[src/design/poisson_disk_dart_check_defines.svh]
// Assertion macros shared by the sampler modules.
// Each macro expects clk and rst_n in the scope where it is used.
`ifndef POISSON_DISK_DART_CHECK_DEFINES_SVH
`define POISSON_DISK_DART_CHECK_DEFINES_SVH
`ifndef SYNTHESIS
`define PDD_ASSERT_NOW(name, ante, cons) \
  name: assert property (@(posedge clk) disable iff (!rst_n) (ante) |-> (cons)) \
    else $error("pdd: same-cycle check failed");
`define PDD_ASSERT_NEXT(name, ante, cons) \
  name: assert property (@(posedge clk) disable iff (!rst_n) (ante) |=> (cons)) \
    else $error("pdd: next-cycle check failed");
`else
`define PDD_ASSERT_NOW(name, ante, cons)
`define PDD_ASSERT_NEXT(name, ante, cons)
`endif
`endif

[src/design/pdd_pkg.sv]
`default_nettype none
package pdd_pkg;

  localparam int GRID_DIM   = 64;
  localparam int COORD_BITS = 16;

  localparam int COORD_W   = 16;
  localparam int LEN_W     = 11;
  localparam int LIM_W     = 18;
  localparam int IDX_W     = 13;
  localparam int CELL_BITS = $clog2(GRID_DIM);
  localparam int CELLS     = GRID_DIM * GRID_DIM;
  localparam int ADDR_BITS = $clog2(CELLS);
  localparam int ENTRY_W   = 1 + 2 * COORD_BITS;
  localparam int DIV_STEPS = (COORD_BITS + 1) / 2;
  localparam int QUO_W     = 2 * DIV_STEPS;
  localparam int SQ_W      = 2 * COORD_BITS;
  localparam int SUM_W     = SQ_W + 1;
  localparam int R2_W      = 2 * LEN_W;
  localparam int NBR_W     = 3;
  localparam int NBR_OFS   = 2;
  localparam int DRAIN_CYC = 2;

  localparam logic [NBR_W-1:0] NBR_LAST = NBR_W'(2 * NBR_OFS);
  localparam logic [LIM_W-1:0] REJ_MAX  = '1;
  localparam logic [IDX_W-1:0] CNT_MAX  = '1;

  localparam int CFG_IDX_W = 2;
  localparam logic [CFG_IDX_W-1:0] CFG_RADIUS       = 2'd0;
  localparam logic [CFG_IDX_W-1:0] CFG_CELL_SIDE    = 2'd1;
  localparam logic [CFG_IDX_W-1:0] CFG_REJECT_LIMIT = 2'd2;

  localparam logic [LEN_W-1:0] RADIUS_RST    = 11'd1280;
  localparam logic [LEN_W-1:0] CELL_SIDE_RST = 11'd905;
  localparam logic [LIM_W-1:0] LIMIT_RST     = 18'd150000;

  localparam logic OP_CLEAR = 1'b0;
  localparam logic OP_CAND  = 1'b1;

  typedef struct packed {
    logic               op;
    logic [COORD_W-1:0] cand_x;
    logic [COORD_W-1:0] cand_y;
  } in_item_t;

  typedef struct packed {
    logic             accepted;
    logic [IDX_W-1:0] point_index;
    logic [LIM_W-1:0] reject_run;
    logic             done_res;
  } out_item_t;

  typedef struct packed {
    logic [LEN_W-1:0] radius_fp;
    logic [LEN_W-1:0] cell_side_fp;
    logic [LIM_W-1:0] reject_limit;
  } cfg_t;

  typedef struct packed {
    logic                 start;
    logic                 zero;
    logic                 refuse;
    logic                 div_step;
    logic                 scan;
    logic [NBR_W-1:0]     nbr_i;
    logic [NBR_W-1:0]     nbr_j;
    logic                 commit;
    logic                 emit;
    logic                 clr_we;
    logic [ADDR_BITS-1:0] clr_addr;
  } cmd_t;

  typedef struct packed {
    logic done;
    logic out_free;
  } stat_t;

endpackage
`default_nettype wire

[src/design/pdd_ctrl.sv]
`default_nettype none
`include "poisson_disk_dart_check_defines.svh"
module pdd_ctrl
  import pdd_pkg::*;
(
  input  wire logic  clk,
  input  wire logic  rst_n,
  input  wire logic  in_valid,
  input  wire logic  in_op,
  input  wire stat_t st,
  output logic       in_stall,
  output cmd_t       cmd
);

  localparam int STEP_W = $clog2(DIV_STEPS > DRAIN_CYC ? DIV_STEPS : DRAIN_CYC);
  localparam logic [STEP_W-1:0]    DIV_LAST   = STEP_W'(DIV_STEPS - 1);
  localparam logic [STEP_W-1:0]    DRAIN_LAST = STEP_W'(DRAIN_CYC - 1);
  localparam logic [ADDR_BITS-1:0] ADDR_LAST  = ADDR_BITS'(CELLS - 1);

  typedef enum logic [2:0] {
    ST_CLEAR,
    ST_IDLE,
    ST_DIV,
    ST_SCAN,
    ST_DRAIN,
    ST_COMMIT,
    ST_RESULT
  } state_t;

  state_t               state_r, state_nxt;
  logic [ADDR_BITS-1:0] addr_r, addr_nxt;
  logic [STEP_W-1:0]    step_r, step_nxt;
  logic [NBR_W-1:0]     si_r, si_nxt;
  logic [NBR_W-1:0]     sj_r, sj_nxt;
  logic                 report_r, report_nxt;

  always_comb begin
    state_nxt  = state_r;
    addr_nxt   = addr_r;
    step_nxt   = step_r;
    si_nxt     = si_r;
    sj_nxt     = sj_r;
    report_nxt = report_r;
    cmd        = '0;
    in_stall   = 1'b1;
    case (state_r)
      ST_CLEAR: begin
        cmd.clr_we   = 1'b1;
        cmd.clr_addr = addr_r;
        addr_nxt     = addr_r + 1'b1;
        if (addr_r == ADDR_LAST) begin
          addr_nxt   = '0;
          report_nxt = 1'b0;
          state_nxt  = report_r ? ST_RESULT : ST_IDLE;
        end
      end
      ST_IDLE: begin
        in_stall = 1'b0;
        if (in_valid) begin
          if (in_op == OP_CLEAR) begin
            cmd.zero   = 1'b1;
            report_nxt = 1'b1;
            state_nxt  = ST_CLEAR;
          end else if (st.done) begin
            cmd.refuse = 1'b1;
            state_nxt  = ST_RESULT;
          end else begin
            cmd.start = 1'b1;
            step_nxt  = '0;
            state_nxt = ST_DIV;
          end
        end
      end
      ST_DIV: begin
        cmd.div_step = 1'b1;
        step_nxt     = step_r + 1'b1;
        if (step_r == DIV_LAST) begin
          step_nxt  = '0;
          si_nxt    = '0;
          sj_nxt    = '0;
          state_nxt = ST_SCAN;
        end
      end
      ST_SCAN: begin
        cmd.scan  = 1'b1;
        cmd.nbr_i = si_r;
        cmd.nbr_j = sj_r;
        if (sj_r == NBR_LAST) begin
          sj_nxt = '0;
          if (si_r == NBR_LAST) begin
            step_nxt  = '0;
            state_nxt = ST_DRAIN;
          end else begin
            si_nxt = si_r + 1'b1;
          end
        end else begin
          sj_nxt = sj_r + 1'b1;
        end
      end
      ST_DRAIN: begin
        step_nxt = step_r + 1'b1;
        if (step_r == DRAIN_LAST) begin
          step_nxt  = '0;
          state_nxt = ST_COMMIT;
        end
      end
      ST_COMMIT: begin
        cmd.commit = 1'b1;
        state_nxt  = ST_RESULT;
      end
      ST_RESULT: begin
        if (st.out_free) begin
          cmd.emit  = 1'b1;
          state_nxt = ST_IDLE;
        end
      end
      default: begin
        state_nxt = ST_IDLE;
      end
    endcase
  end

  always_ff @(posedge clk) begin
    if (!rst_n) begin
      state_r  <= ST_CLEAR;
      addr_r   <= '0;
      step_r   <= '0;
      si_r     <= '0;
      sj_r     <= '0;
      report_r <= 1'b0;
    end else begin
      state_r  <= state_nxt;
      addr_r   <= addr_nxt;
      step_r   <= step_nxt;
      si_r     <= si_nxt;
      sj_r     <= sj_nxt;
      report_r <= report_nxt;
    end
  end

  `PDD_ASSERT_NEXT(a_accept_leaves_idle, in_valid && !in_stall, state_r != ST_IDLE)
  `PDD_ASSERT_NOW(a_sweep_in_range, state_r == ST_CLEAR, addr_r <= ADDR_LAST)

endmodule
`default_nettype wire

[config.mk]
export PLATFORM = sky130hd
export DESIGN_NAME = pdd_ctrl
export DESIGN_NICKNAME = d
export VERILOG_FILES = /design/src/design/pdd_pkg.sv /design/src/design/pdd_ctrl.sv
export VERILOG_INCLUDE_DIRS = /design/src /design/src/design
export SDC_FILE = /design/constraint.sdc
export NUM_CORES = 1
export LEC_CHECK = 0
export ABC_AREA = 1
export ABC_CLOCK_PERIOD_IN_PS = 3300
export BUFFER_PORTS_ARGS = -buffer_cell sky130_fd_sc_hd__buf_2
export CORE_MARGIN = 2
export CORE_UTILIZATION = 40
export DETAILED_ROUTE_END_ITERATION = 7
export GPL_TIMING_DRIVEN = 1
export SETUP_SLACK_MARGIN = 0.15
export SYNTH_ARGS = -nofsm -noshare
export SYNTH_HDL_FRONTEND = slang
export SYNTH_SLANG_ARGS = --single-unit
[constraint.sdc]
create_clock -name clk -period 3.3 [get_ports clk]
set_clock_uncertainty 0.15 [all_clocks]
set_input_delay 0.33 -clock clk [delete_from_list [all_inputs] [get_ports clk]]
set_output_delay 0.33 -clock clk [all_outputs]
set_load 0.005 [all_outputs]
==> flow_summary_export.csv, run 1 <==
group,metric,value,unit
global_routing,grt_usage,16.57,%
global_routing,grtUsageMet2,24.38,%
worst_setup_path,worst-path-max-fanout,22,
synth,seq_area_frac_synth,31.25,%
finish,nets,284,
timing,fin_hold_ws,0.2132,ns
global_routing,first_global_vias,1295,
synth,synth_top_family_by_area,"simple AND/OR/NAND/NOR gates",
route,ant_nets,0,
synth,syn-cell-area,1602,sq um
clocking,clock_latency,0.27,ns
synth,yosysMostFrequentCell,"nor2_1",
timing,tns,0,ns
global_routing,use_met1,24.16,%
synth,synth-seq-cells,25,
timing,setup_viol,0,
finish,finalNonFillerCells,317,
floorplanning,ios,33,
synth,synth_xor_area_share,3.828,%
clocking,cts_buffers,3,
clocking,ctsHoldBuffers,0,
timing,min_period_over_period,74.14,%
placement,globalplace.congestion,0.8444,
synth,yosysWarnings,0,
job,maxCapViolCount,0,
route,first_pass_iters,4,
timing,post-route-worst-setup-slack,0.8535,ns
synth,synthDominantCellAreaShare,31.25,%
floorplanning,die_x,67.28,um
synth,synthCells,238,
placement,placed_area,1783,sq um
route,post-route-drc-count,0,
global_routing,use_met3,3.500,%
worst_setup_path,cp-start-kind,"register",
finish,drive_above_1_share,22.68,%
worst_setup_path,end_kind,"primary output",
route,vias,1467,
finish,fin_util,48.86,%
global_routing,grt.overflow.total,0,
synth,synth_edf_count,0,
synth,synth-simple-area-share,36.64,%
floorplanning,initial_core_util,42.78,%
clocking,cts_resized,0,
timing,fmax,0.4087,GHz
power_and_ir_drop,powerDensity,587.5,nW/um^2
route,wl_per_cell,11.11,um
clocking,tritoncts,"yes",
hold_path,hp-class,"input pin to register",
clocking,cts_max_level,1,
synth,ys_top_cells_by_count,"nor2_1, nand2_1, inv_1",
power_and_ir_drop,vdd_drop_max,0.0003764,V
timing,finalHoldViolations,0,
placement,hpwl,2.709,mm
power_and_ir_drop,p_leak,0.8283,nW
timing,maxSlewViolCount,0,
synth,synthFlopType,"dfxtp_1",
clocking,clock_path_buffers,2,
worst_setup_path,path_class,"register to primary output",
synth,yosys.area_share.adder,6.250,%
route,vias_per_cell,4.628,
timing,worst_pin_slew,0.4930,ns
floorplanning,placementRows,22,
finish,area_growth,14.22,%
global_routing,grt_pass1_wl,5.775,mm
synth,ys_top_cells_by_area,"dfxtp_1, nor2_1, nand2_1",
synth,yosysTopAreaCell,"dfxtp_1",
floorplanning,core_area,3744,sq um
synth,synth_compound_area_share,10.62,%
route,drt_iter0_drc,87,
synth,syn-num-nets,252,
synth,async_reset_ff_share,0,%
floorplanning,die_h,67.28,um
timing,finalCriticalPeriod,2.447,ns
placement,portBuffers,32,
synth,avgSynthCellArea,6.729,sq um
timing,relSlewSlack,66.91,%
clocking,cts-root-buf,"clkbuf_8",
global_routing,grt_max_degree,23,
synth,yosysUniqueCellTypes,27,
clocking,cts_setup_buffers,0,
clocking,clock-sinks,25,
timing,rsz0062_at_grt,"false",
route,routed_wl,3.521,mm
finish,num_antenna_cells,0,
power_and_ir_drop,power,1.075,mW
worst_setup_path,cp.required,2.82,ns
global_routing,busiest_layer,"met2",
placement,dpl_worst_slack,1.150,ns
floorplanning,fp.dieArea,4526,sq um
finish,fin_area,1829,sq um
global_routing,antenna_found_initial,0,
clocking,path_clk_slew,0.10,ns
placement,dp.cells,313,
synth,synthMuxAreaShare,0,%
worst_setup_path,cp.arrival,1.97,ns
status,outcome,"completed",
==> report_power, final <==
part	switching (mW)	internal, mW	leakage [nW]
clock	0.101	0.0845	0.0255
combinational	0.317	0.166	0.600
sequential	0.0588	0.347	0.203
total	0.477	0.598	0.828
==> cell type report <==
cell class	count	area (sq um)
repair buffers	32	160.2
clock buffers	3	41.29
clock inverters	1	5.005
well taps	48	60.06
flip-flops and latches	25	500.5
inverters	37	143.9
fillers	407	1914
multi-input cells	171	918.4
==> state kept, by name, indices dropped and copies added, names as in the netlist <==
signal / flops
addr_r: 12
si_r: 3
sj_r: 3
state_r: 3
step_r: 3
report_r: 1
==> placed cells by master, fill, tap and decap left out <==
cell type	n
a21oi_1	19
a21oi_4	1
a31oi_1	3
buf_2	32
clkbuf_8	3
clkinv_2	1
dfxtp_1	25
ha_1	8
inv_1	32
inv_2	3
inv_4	2
nand2_1	37
nand2_2	8
nand2_4	1
nand3_1	17
nand3_2	1
nand4_1	5
nor2_1	41
nor2_2	5
nor2_4	3
nor3_1	5
nor3_2	1
nor4_1	1
o21ai_0	5
o21ai_1	3
xor2_1	7
==> logic make-up (layout without fill, tap and decap cells) <==
group	count (synthesis)	in the layout
and+or+nand+nor	125	125
adders and majority gates	8	8
buffers and inverters	42	73
DFF	25	25
xor gates and xnor gates	7	7
AOI/OAI and AO/OA	31	31
==> metal layers <==
layer	vias up	wire length (um)
met2	26	1435
met3	2	158
li1	816	-
met4	0	27
met5	-	0
met1	623	1900
==> worst paths after layout <==
kind              cells past startpoint                    start  slack, ns                       to
setup / recovery                      7  state_r[2]$_SDFFE_PN0P_       0.85                  cmd[24]
hold / removal                        3                    rst_n       0.21  state_r[2]$_SDFFE_PN0P_
setup reg to reg                      7  state_r[2]$_SDFFE_PN0P_       1.39  state_r[1]$_SDFFE_PN0P_
hold reg to reg                       2  addr_r[11]$_SDFFE_PN0P_       0.34  addr_r[11]$_SDFFE_PN0P_
==> critical path, stage by stage (launching register included) <==
cell and delay (ns):
dfxtp_1 0.58, inv_2 0.11, nand2_2 0.37, inv_4 0.13, a21oi_4 0.21, nand2_1 0.09, nor2_1 0.08, buf_2 0.11
No activity file was read; power rests on OpenSTA's default activity.
==> inputs of run 2 (changes only) <==
--- a/config.mk
+++ b/config.mk
@@ -6,8 +6,8 @@
 export SDC_FILE = /design/constraint.sdc
 export NUM_CORES = 1
 export LEC_CHECK = 0
-export ABC_AREA = 1
-export ABC_CLOCK_PERIOD_IN_PS = 3300
+export ABC_AREA = 0
+export ABC_CLOCK_PERIOD_IN_PS = 2500
 export BUFFER_PORTS_ARGS = -buffer_cell sky130_fd_sc_hd__buf_2
 export CORE_MARGIN = 2
 export CORE_UTILIZATION = 40
==> constraint.sdc (replaced) <==
create_clock -name clk -period 2.5 [get_ports clk]
set_clock_uncertainty 0.15 [all_clocks]
set_input_delay 0.25 -clock clk [delete_from_list [all_inputs] [get_ports clk]]
set_output_delay 0.25 -clock clk [all_outputs]
set_load 0.005 [all_outputs]
==> run 2 against run 1 <==
  * Wire length fell by 9.8%
  * Synthesized cell count fell by 15%
  * Non-clock buffer count rose by 1
  * Critical path depth fell by 3
  * Die area fell by 1.1%
  * Largest cell class unchanged
  * Largest power group is now registers
==> flow_summary_export.csv, run 2 <==
group,metric,value,unit
placement,dpl_worst_slack,0.4829,ns
finish,finalNonFillerCells,281,
global_routing,grt_usage,15.45,%
synth,synth_edf_count,0,
worst_setup_path,crit_chain,"or3_4 -> inv_4 -> and2_1 -> buf_2",
synth,syn-cell-area,1583,sq um
worst_setup_path,path_class,"register to primary output",
clocking,path_clk_slew,0.09,ns
floorplanning,ios,33,
route,drt_iter0_drc,46,
power_and_ir_drop,powerDensity,383.7,nW/um^2
route,ant_nets,0,
clocking,cts_max_level,1,
finish,largest_register_ff_count,12,
finish,nets,248,
route,post-route-drc-count,0,
clocking,cts-root-buf,"clkbuf_8",
status,outcome,"completed",
finish,num_antenna_cells,0,
timing,rsz0062_at_grt,"false",
synth,yosys.area_share.adder,6.324,%
placement,globalplace.congestion,0.8327,
finish,drive_above_1_share,20.60,%
finish,regMostFlops,"addr_r",
timing,finalHoldViolations,0,
clocking,clock_path_buffers,2,
synth,synthMuxAreaShare,1.265,%
route,vias,1401,
timing,fmax,0.4818,GHz
synth,yosysWarnings,0,
clocking,ctsHoldBuffers,0,
timing,finalCriticalPeriod,2.076,ns
synth,synthCells,203,
power_and_ir_drop,vdd_drop_max,0.0001901,V
finish,fillerInstances,408,
synth,synthDominantCellAreaShare,31.62,%
route,routed_wl,3.175,mm
timing,setup_viol,0,
worst_setup_path,worst-path-max-fanout,16,
synth,yosysUniqueCellTypes,45,
floorplanning,core_area,3744,sq um
worst_setup_path,cp_slowest_cell,"or3_4",
worst_setup_path,cp-start-kind,"register",
synth,synth_xor_area_share,5.534,%
timing,worst_pin_slew,0.4574,ns
synth,yosysMostFrequentCell,"dfxtp_1",
worst_setup_path,critPathMaxStageDelay,0.47,ns
synth,synth_compound_area_share,16.05,%
timing,min_period_over_period,83.03,%
synth,synth-simple-area-share,33.36,%
global_routing,first_global_vias,1203,
floorplanning,placementRows,22,
synth,yosysTopAreaCell,"dfxtp_1",
timing,tns,0,ns
timing,post-route-worst-setup-slack,0.4244,ns
job,maxCapViolCount,0,
floorplanning,initial_core_util,42.28,%
clocking,tritoncts,"yes",
floorplanning,die_x,66.91,um
finish,fin_area,1827,sq um
synth,synthFlopType,"dfxtp_1",
synth,seq_area_frac_synth,31.62,%
placement,dp.cells,277,
synth,synth_top_family_by_area,"simple AND/OR/NAND/NOR gates",
clocking,cts_setup_buffers,0,
floorplanning,die_h,66.91,um
power_and_ir_drop,power,0.7010,mW
route,vias_per_cell,4.986,
timing,fin_hold_ws,0.2505,ns
global_routing,grt.overflow.total,0,
synth,ys_top_cells_by_area,"dfxtp_1, and2_1, ha_1",
global_routing,grt_pass1_wl,5.299,mm
global_routing,grt_max_degree,24,
hold_path,hp-class,"input pin to register",
global_routing,antenna_found_initial,0,
route,first_pass_iters,4,
finish,area_growth,15.41,%
clocking,clock_latency,0.28,ns
finish,layout_common_cells,"buf_2, dfxtp_1, nor2_1",
floorplanning,fp.dieArea,4476,sq um
worst_setup_path,cp.required,2.10,ns
finish,fin_util,48.80,%
clocking,cts_buffers,3,
synth,synth-seq-cells,25,
placement,portBuffers,32,
worst_setup_path,cp.arrival,1.68,ns
worst_setup_path,end_kind,"primary output",
timing,relSlewSlack,69.46,%
synth,avgSynthCellArea,7.797,sq um
synth,ys_top_cells_by_count,"dfxtp_1, nor2_1, nand2_1",
finish,final_common_cell,"buf_2",
placement,hpwl,2.436,mm
synth,syn-num-nets,217,
clocking,cts_resized,0,
power_and_ir_drop,p_leak,0.7849,nW
synth,async_reset_ff_share,0,%
placement,placed_area,1777,sq um
worst_setup_path,ff2ff_setup_slack,0.49,ns
timing,maxSlewViolCount,0,
clocking,clock-sinks,25,
route,wl_per_cell,11.30,um
==> run 2: worst max-delay path, delay by kind of cell (launching register included) <==
kind,cells,cell delay (ns)
and+or+nand+nor,2,0.65
DFF,1,0.46
buffers and inverters,2,0.28
==> run 2: layout make-up <==
cell class | count | area [sq um] | area share [%]
Multi-Input combinational cell | 156 | 989.7 | 54.18
Clock buffer | 3 | 41.29 | 2.260
Sequential cell | 25 | 500.5 | 27.40
Timing Repair Buffer | 33 | 167.7 | 9.178
Inverter | 15 | 58.81 | 3.219
Tap cell | 48 | 60.06 | 3.288
Clock inverter | 1 | 8.758 | 0.4795
==> run 2: worst paths after layout <==
| path | start | end | depth (start not counted) |
|---|---|---|---|
| worst max register to register | addr_r[0]$_SDFFE_PN0P_ | state_r[1]$_SDFFE_PN0P_ | 6 |
| worst min register to register | step_r[1]$_SDFFE_PN0P_ | step_r[1]$_SDFFE_PN0P_ | 2 |
| worst min-delay path | rst_n | state_r[2]$_SDFFE_PN0P_ | 3 |
| worst max-delay path | state_r[1]$_SDFFE_PN0P_ | cmd[2] | 4 |
==> run 2: layer usage <==
metal  vias to the layer above  wire, um  global-route usage, %
li1                        754         -                      -
met1                       618      1622                  21.60
met2                        24      1374                  23.13
met3                         5       106                  1.520
met4                         0        72                  8.418
met5                         -         0                      0
==> run 2: where the power goes <==
group | internal, mW | switching [mW]
combinational | 0.0163 | 0.0204
sequential | 0.402 | 0.00598
clock | 0.117 | 0.139
total | 0.535 | 0.166
==> run 2: cell families after synthesis <==
| kind of cell | count (synthesis) |
|---|---|
| DFF | 25 |
| AOI/OAI and AO/OA | 34 |
| adders and majority gates | 8 |
| buffers and inverters | 22 |
| muxes | 2 |
| xor gates and xnor gates | 10 |
| and+or+nand+nor | 102 |
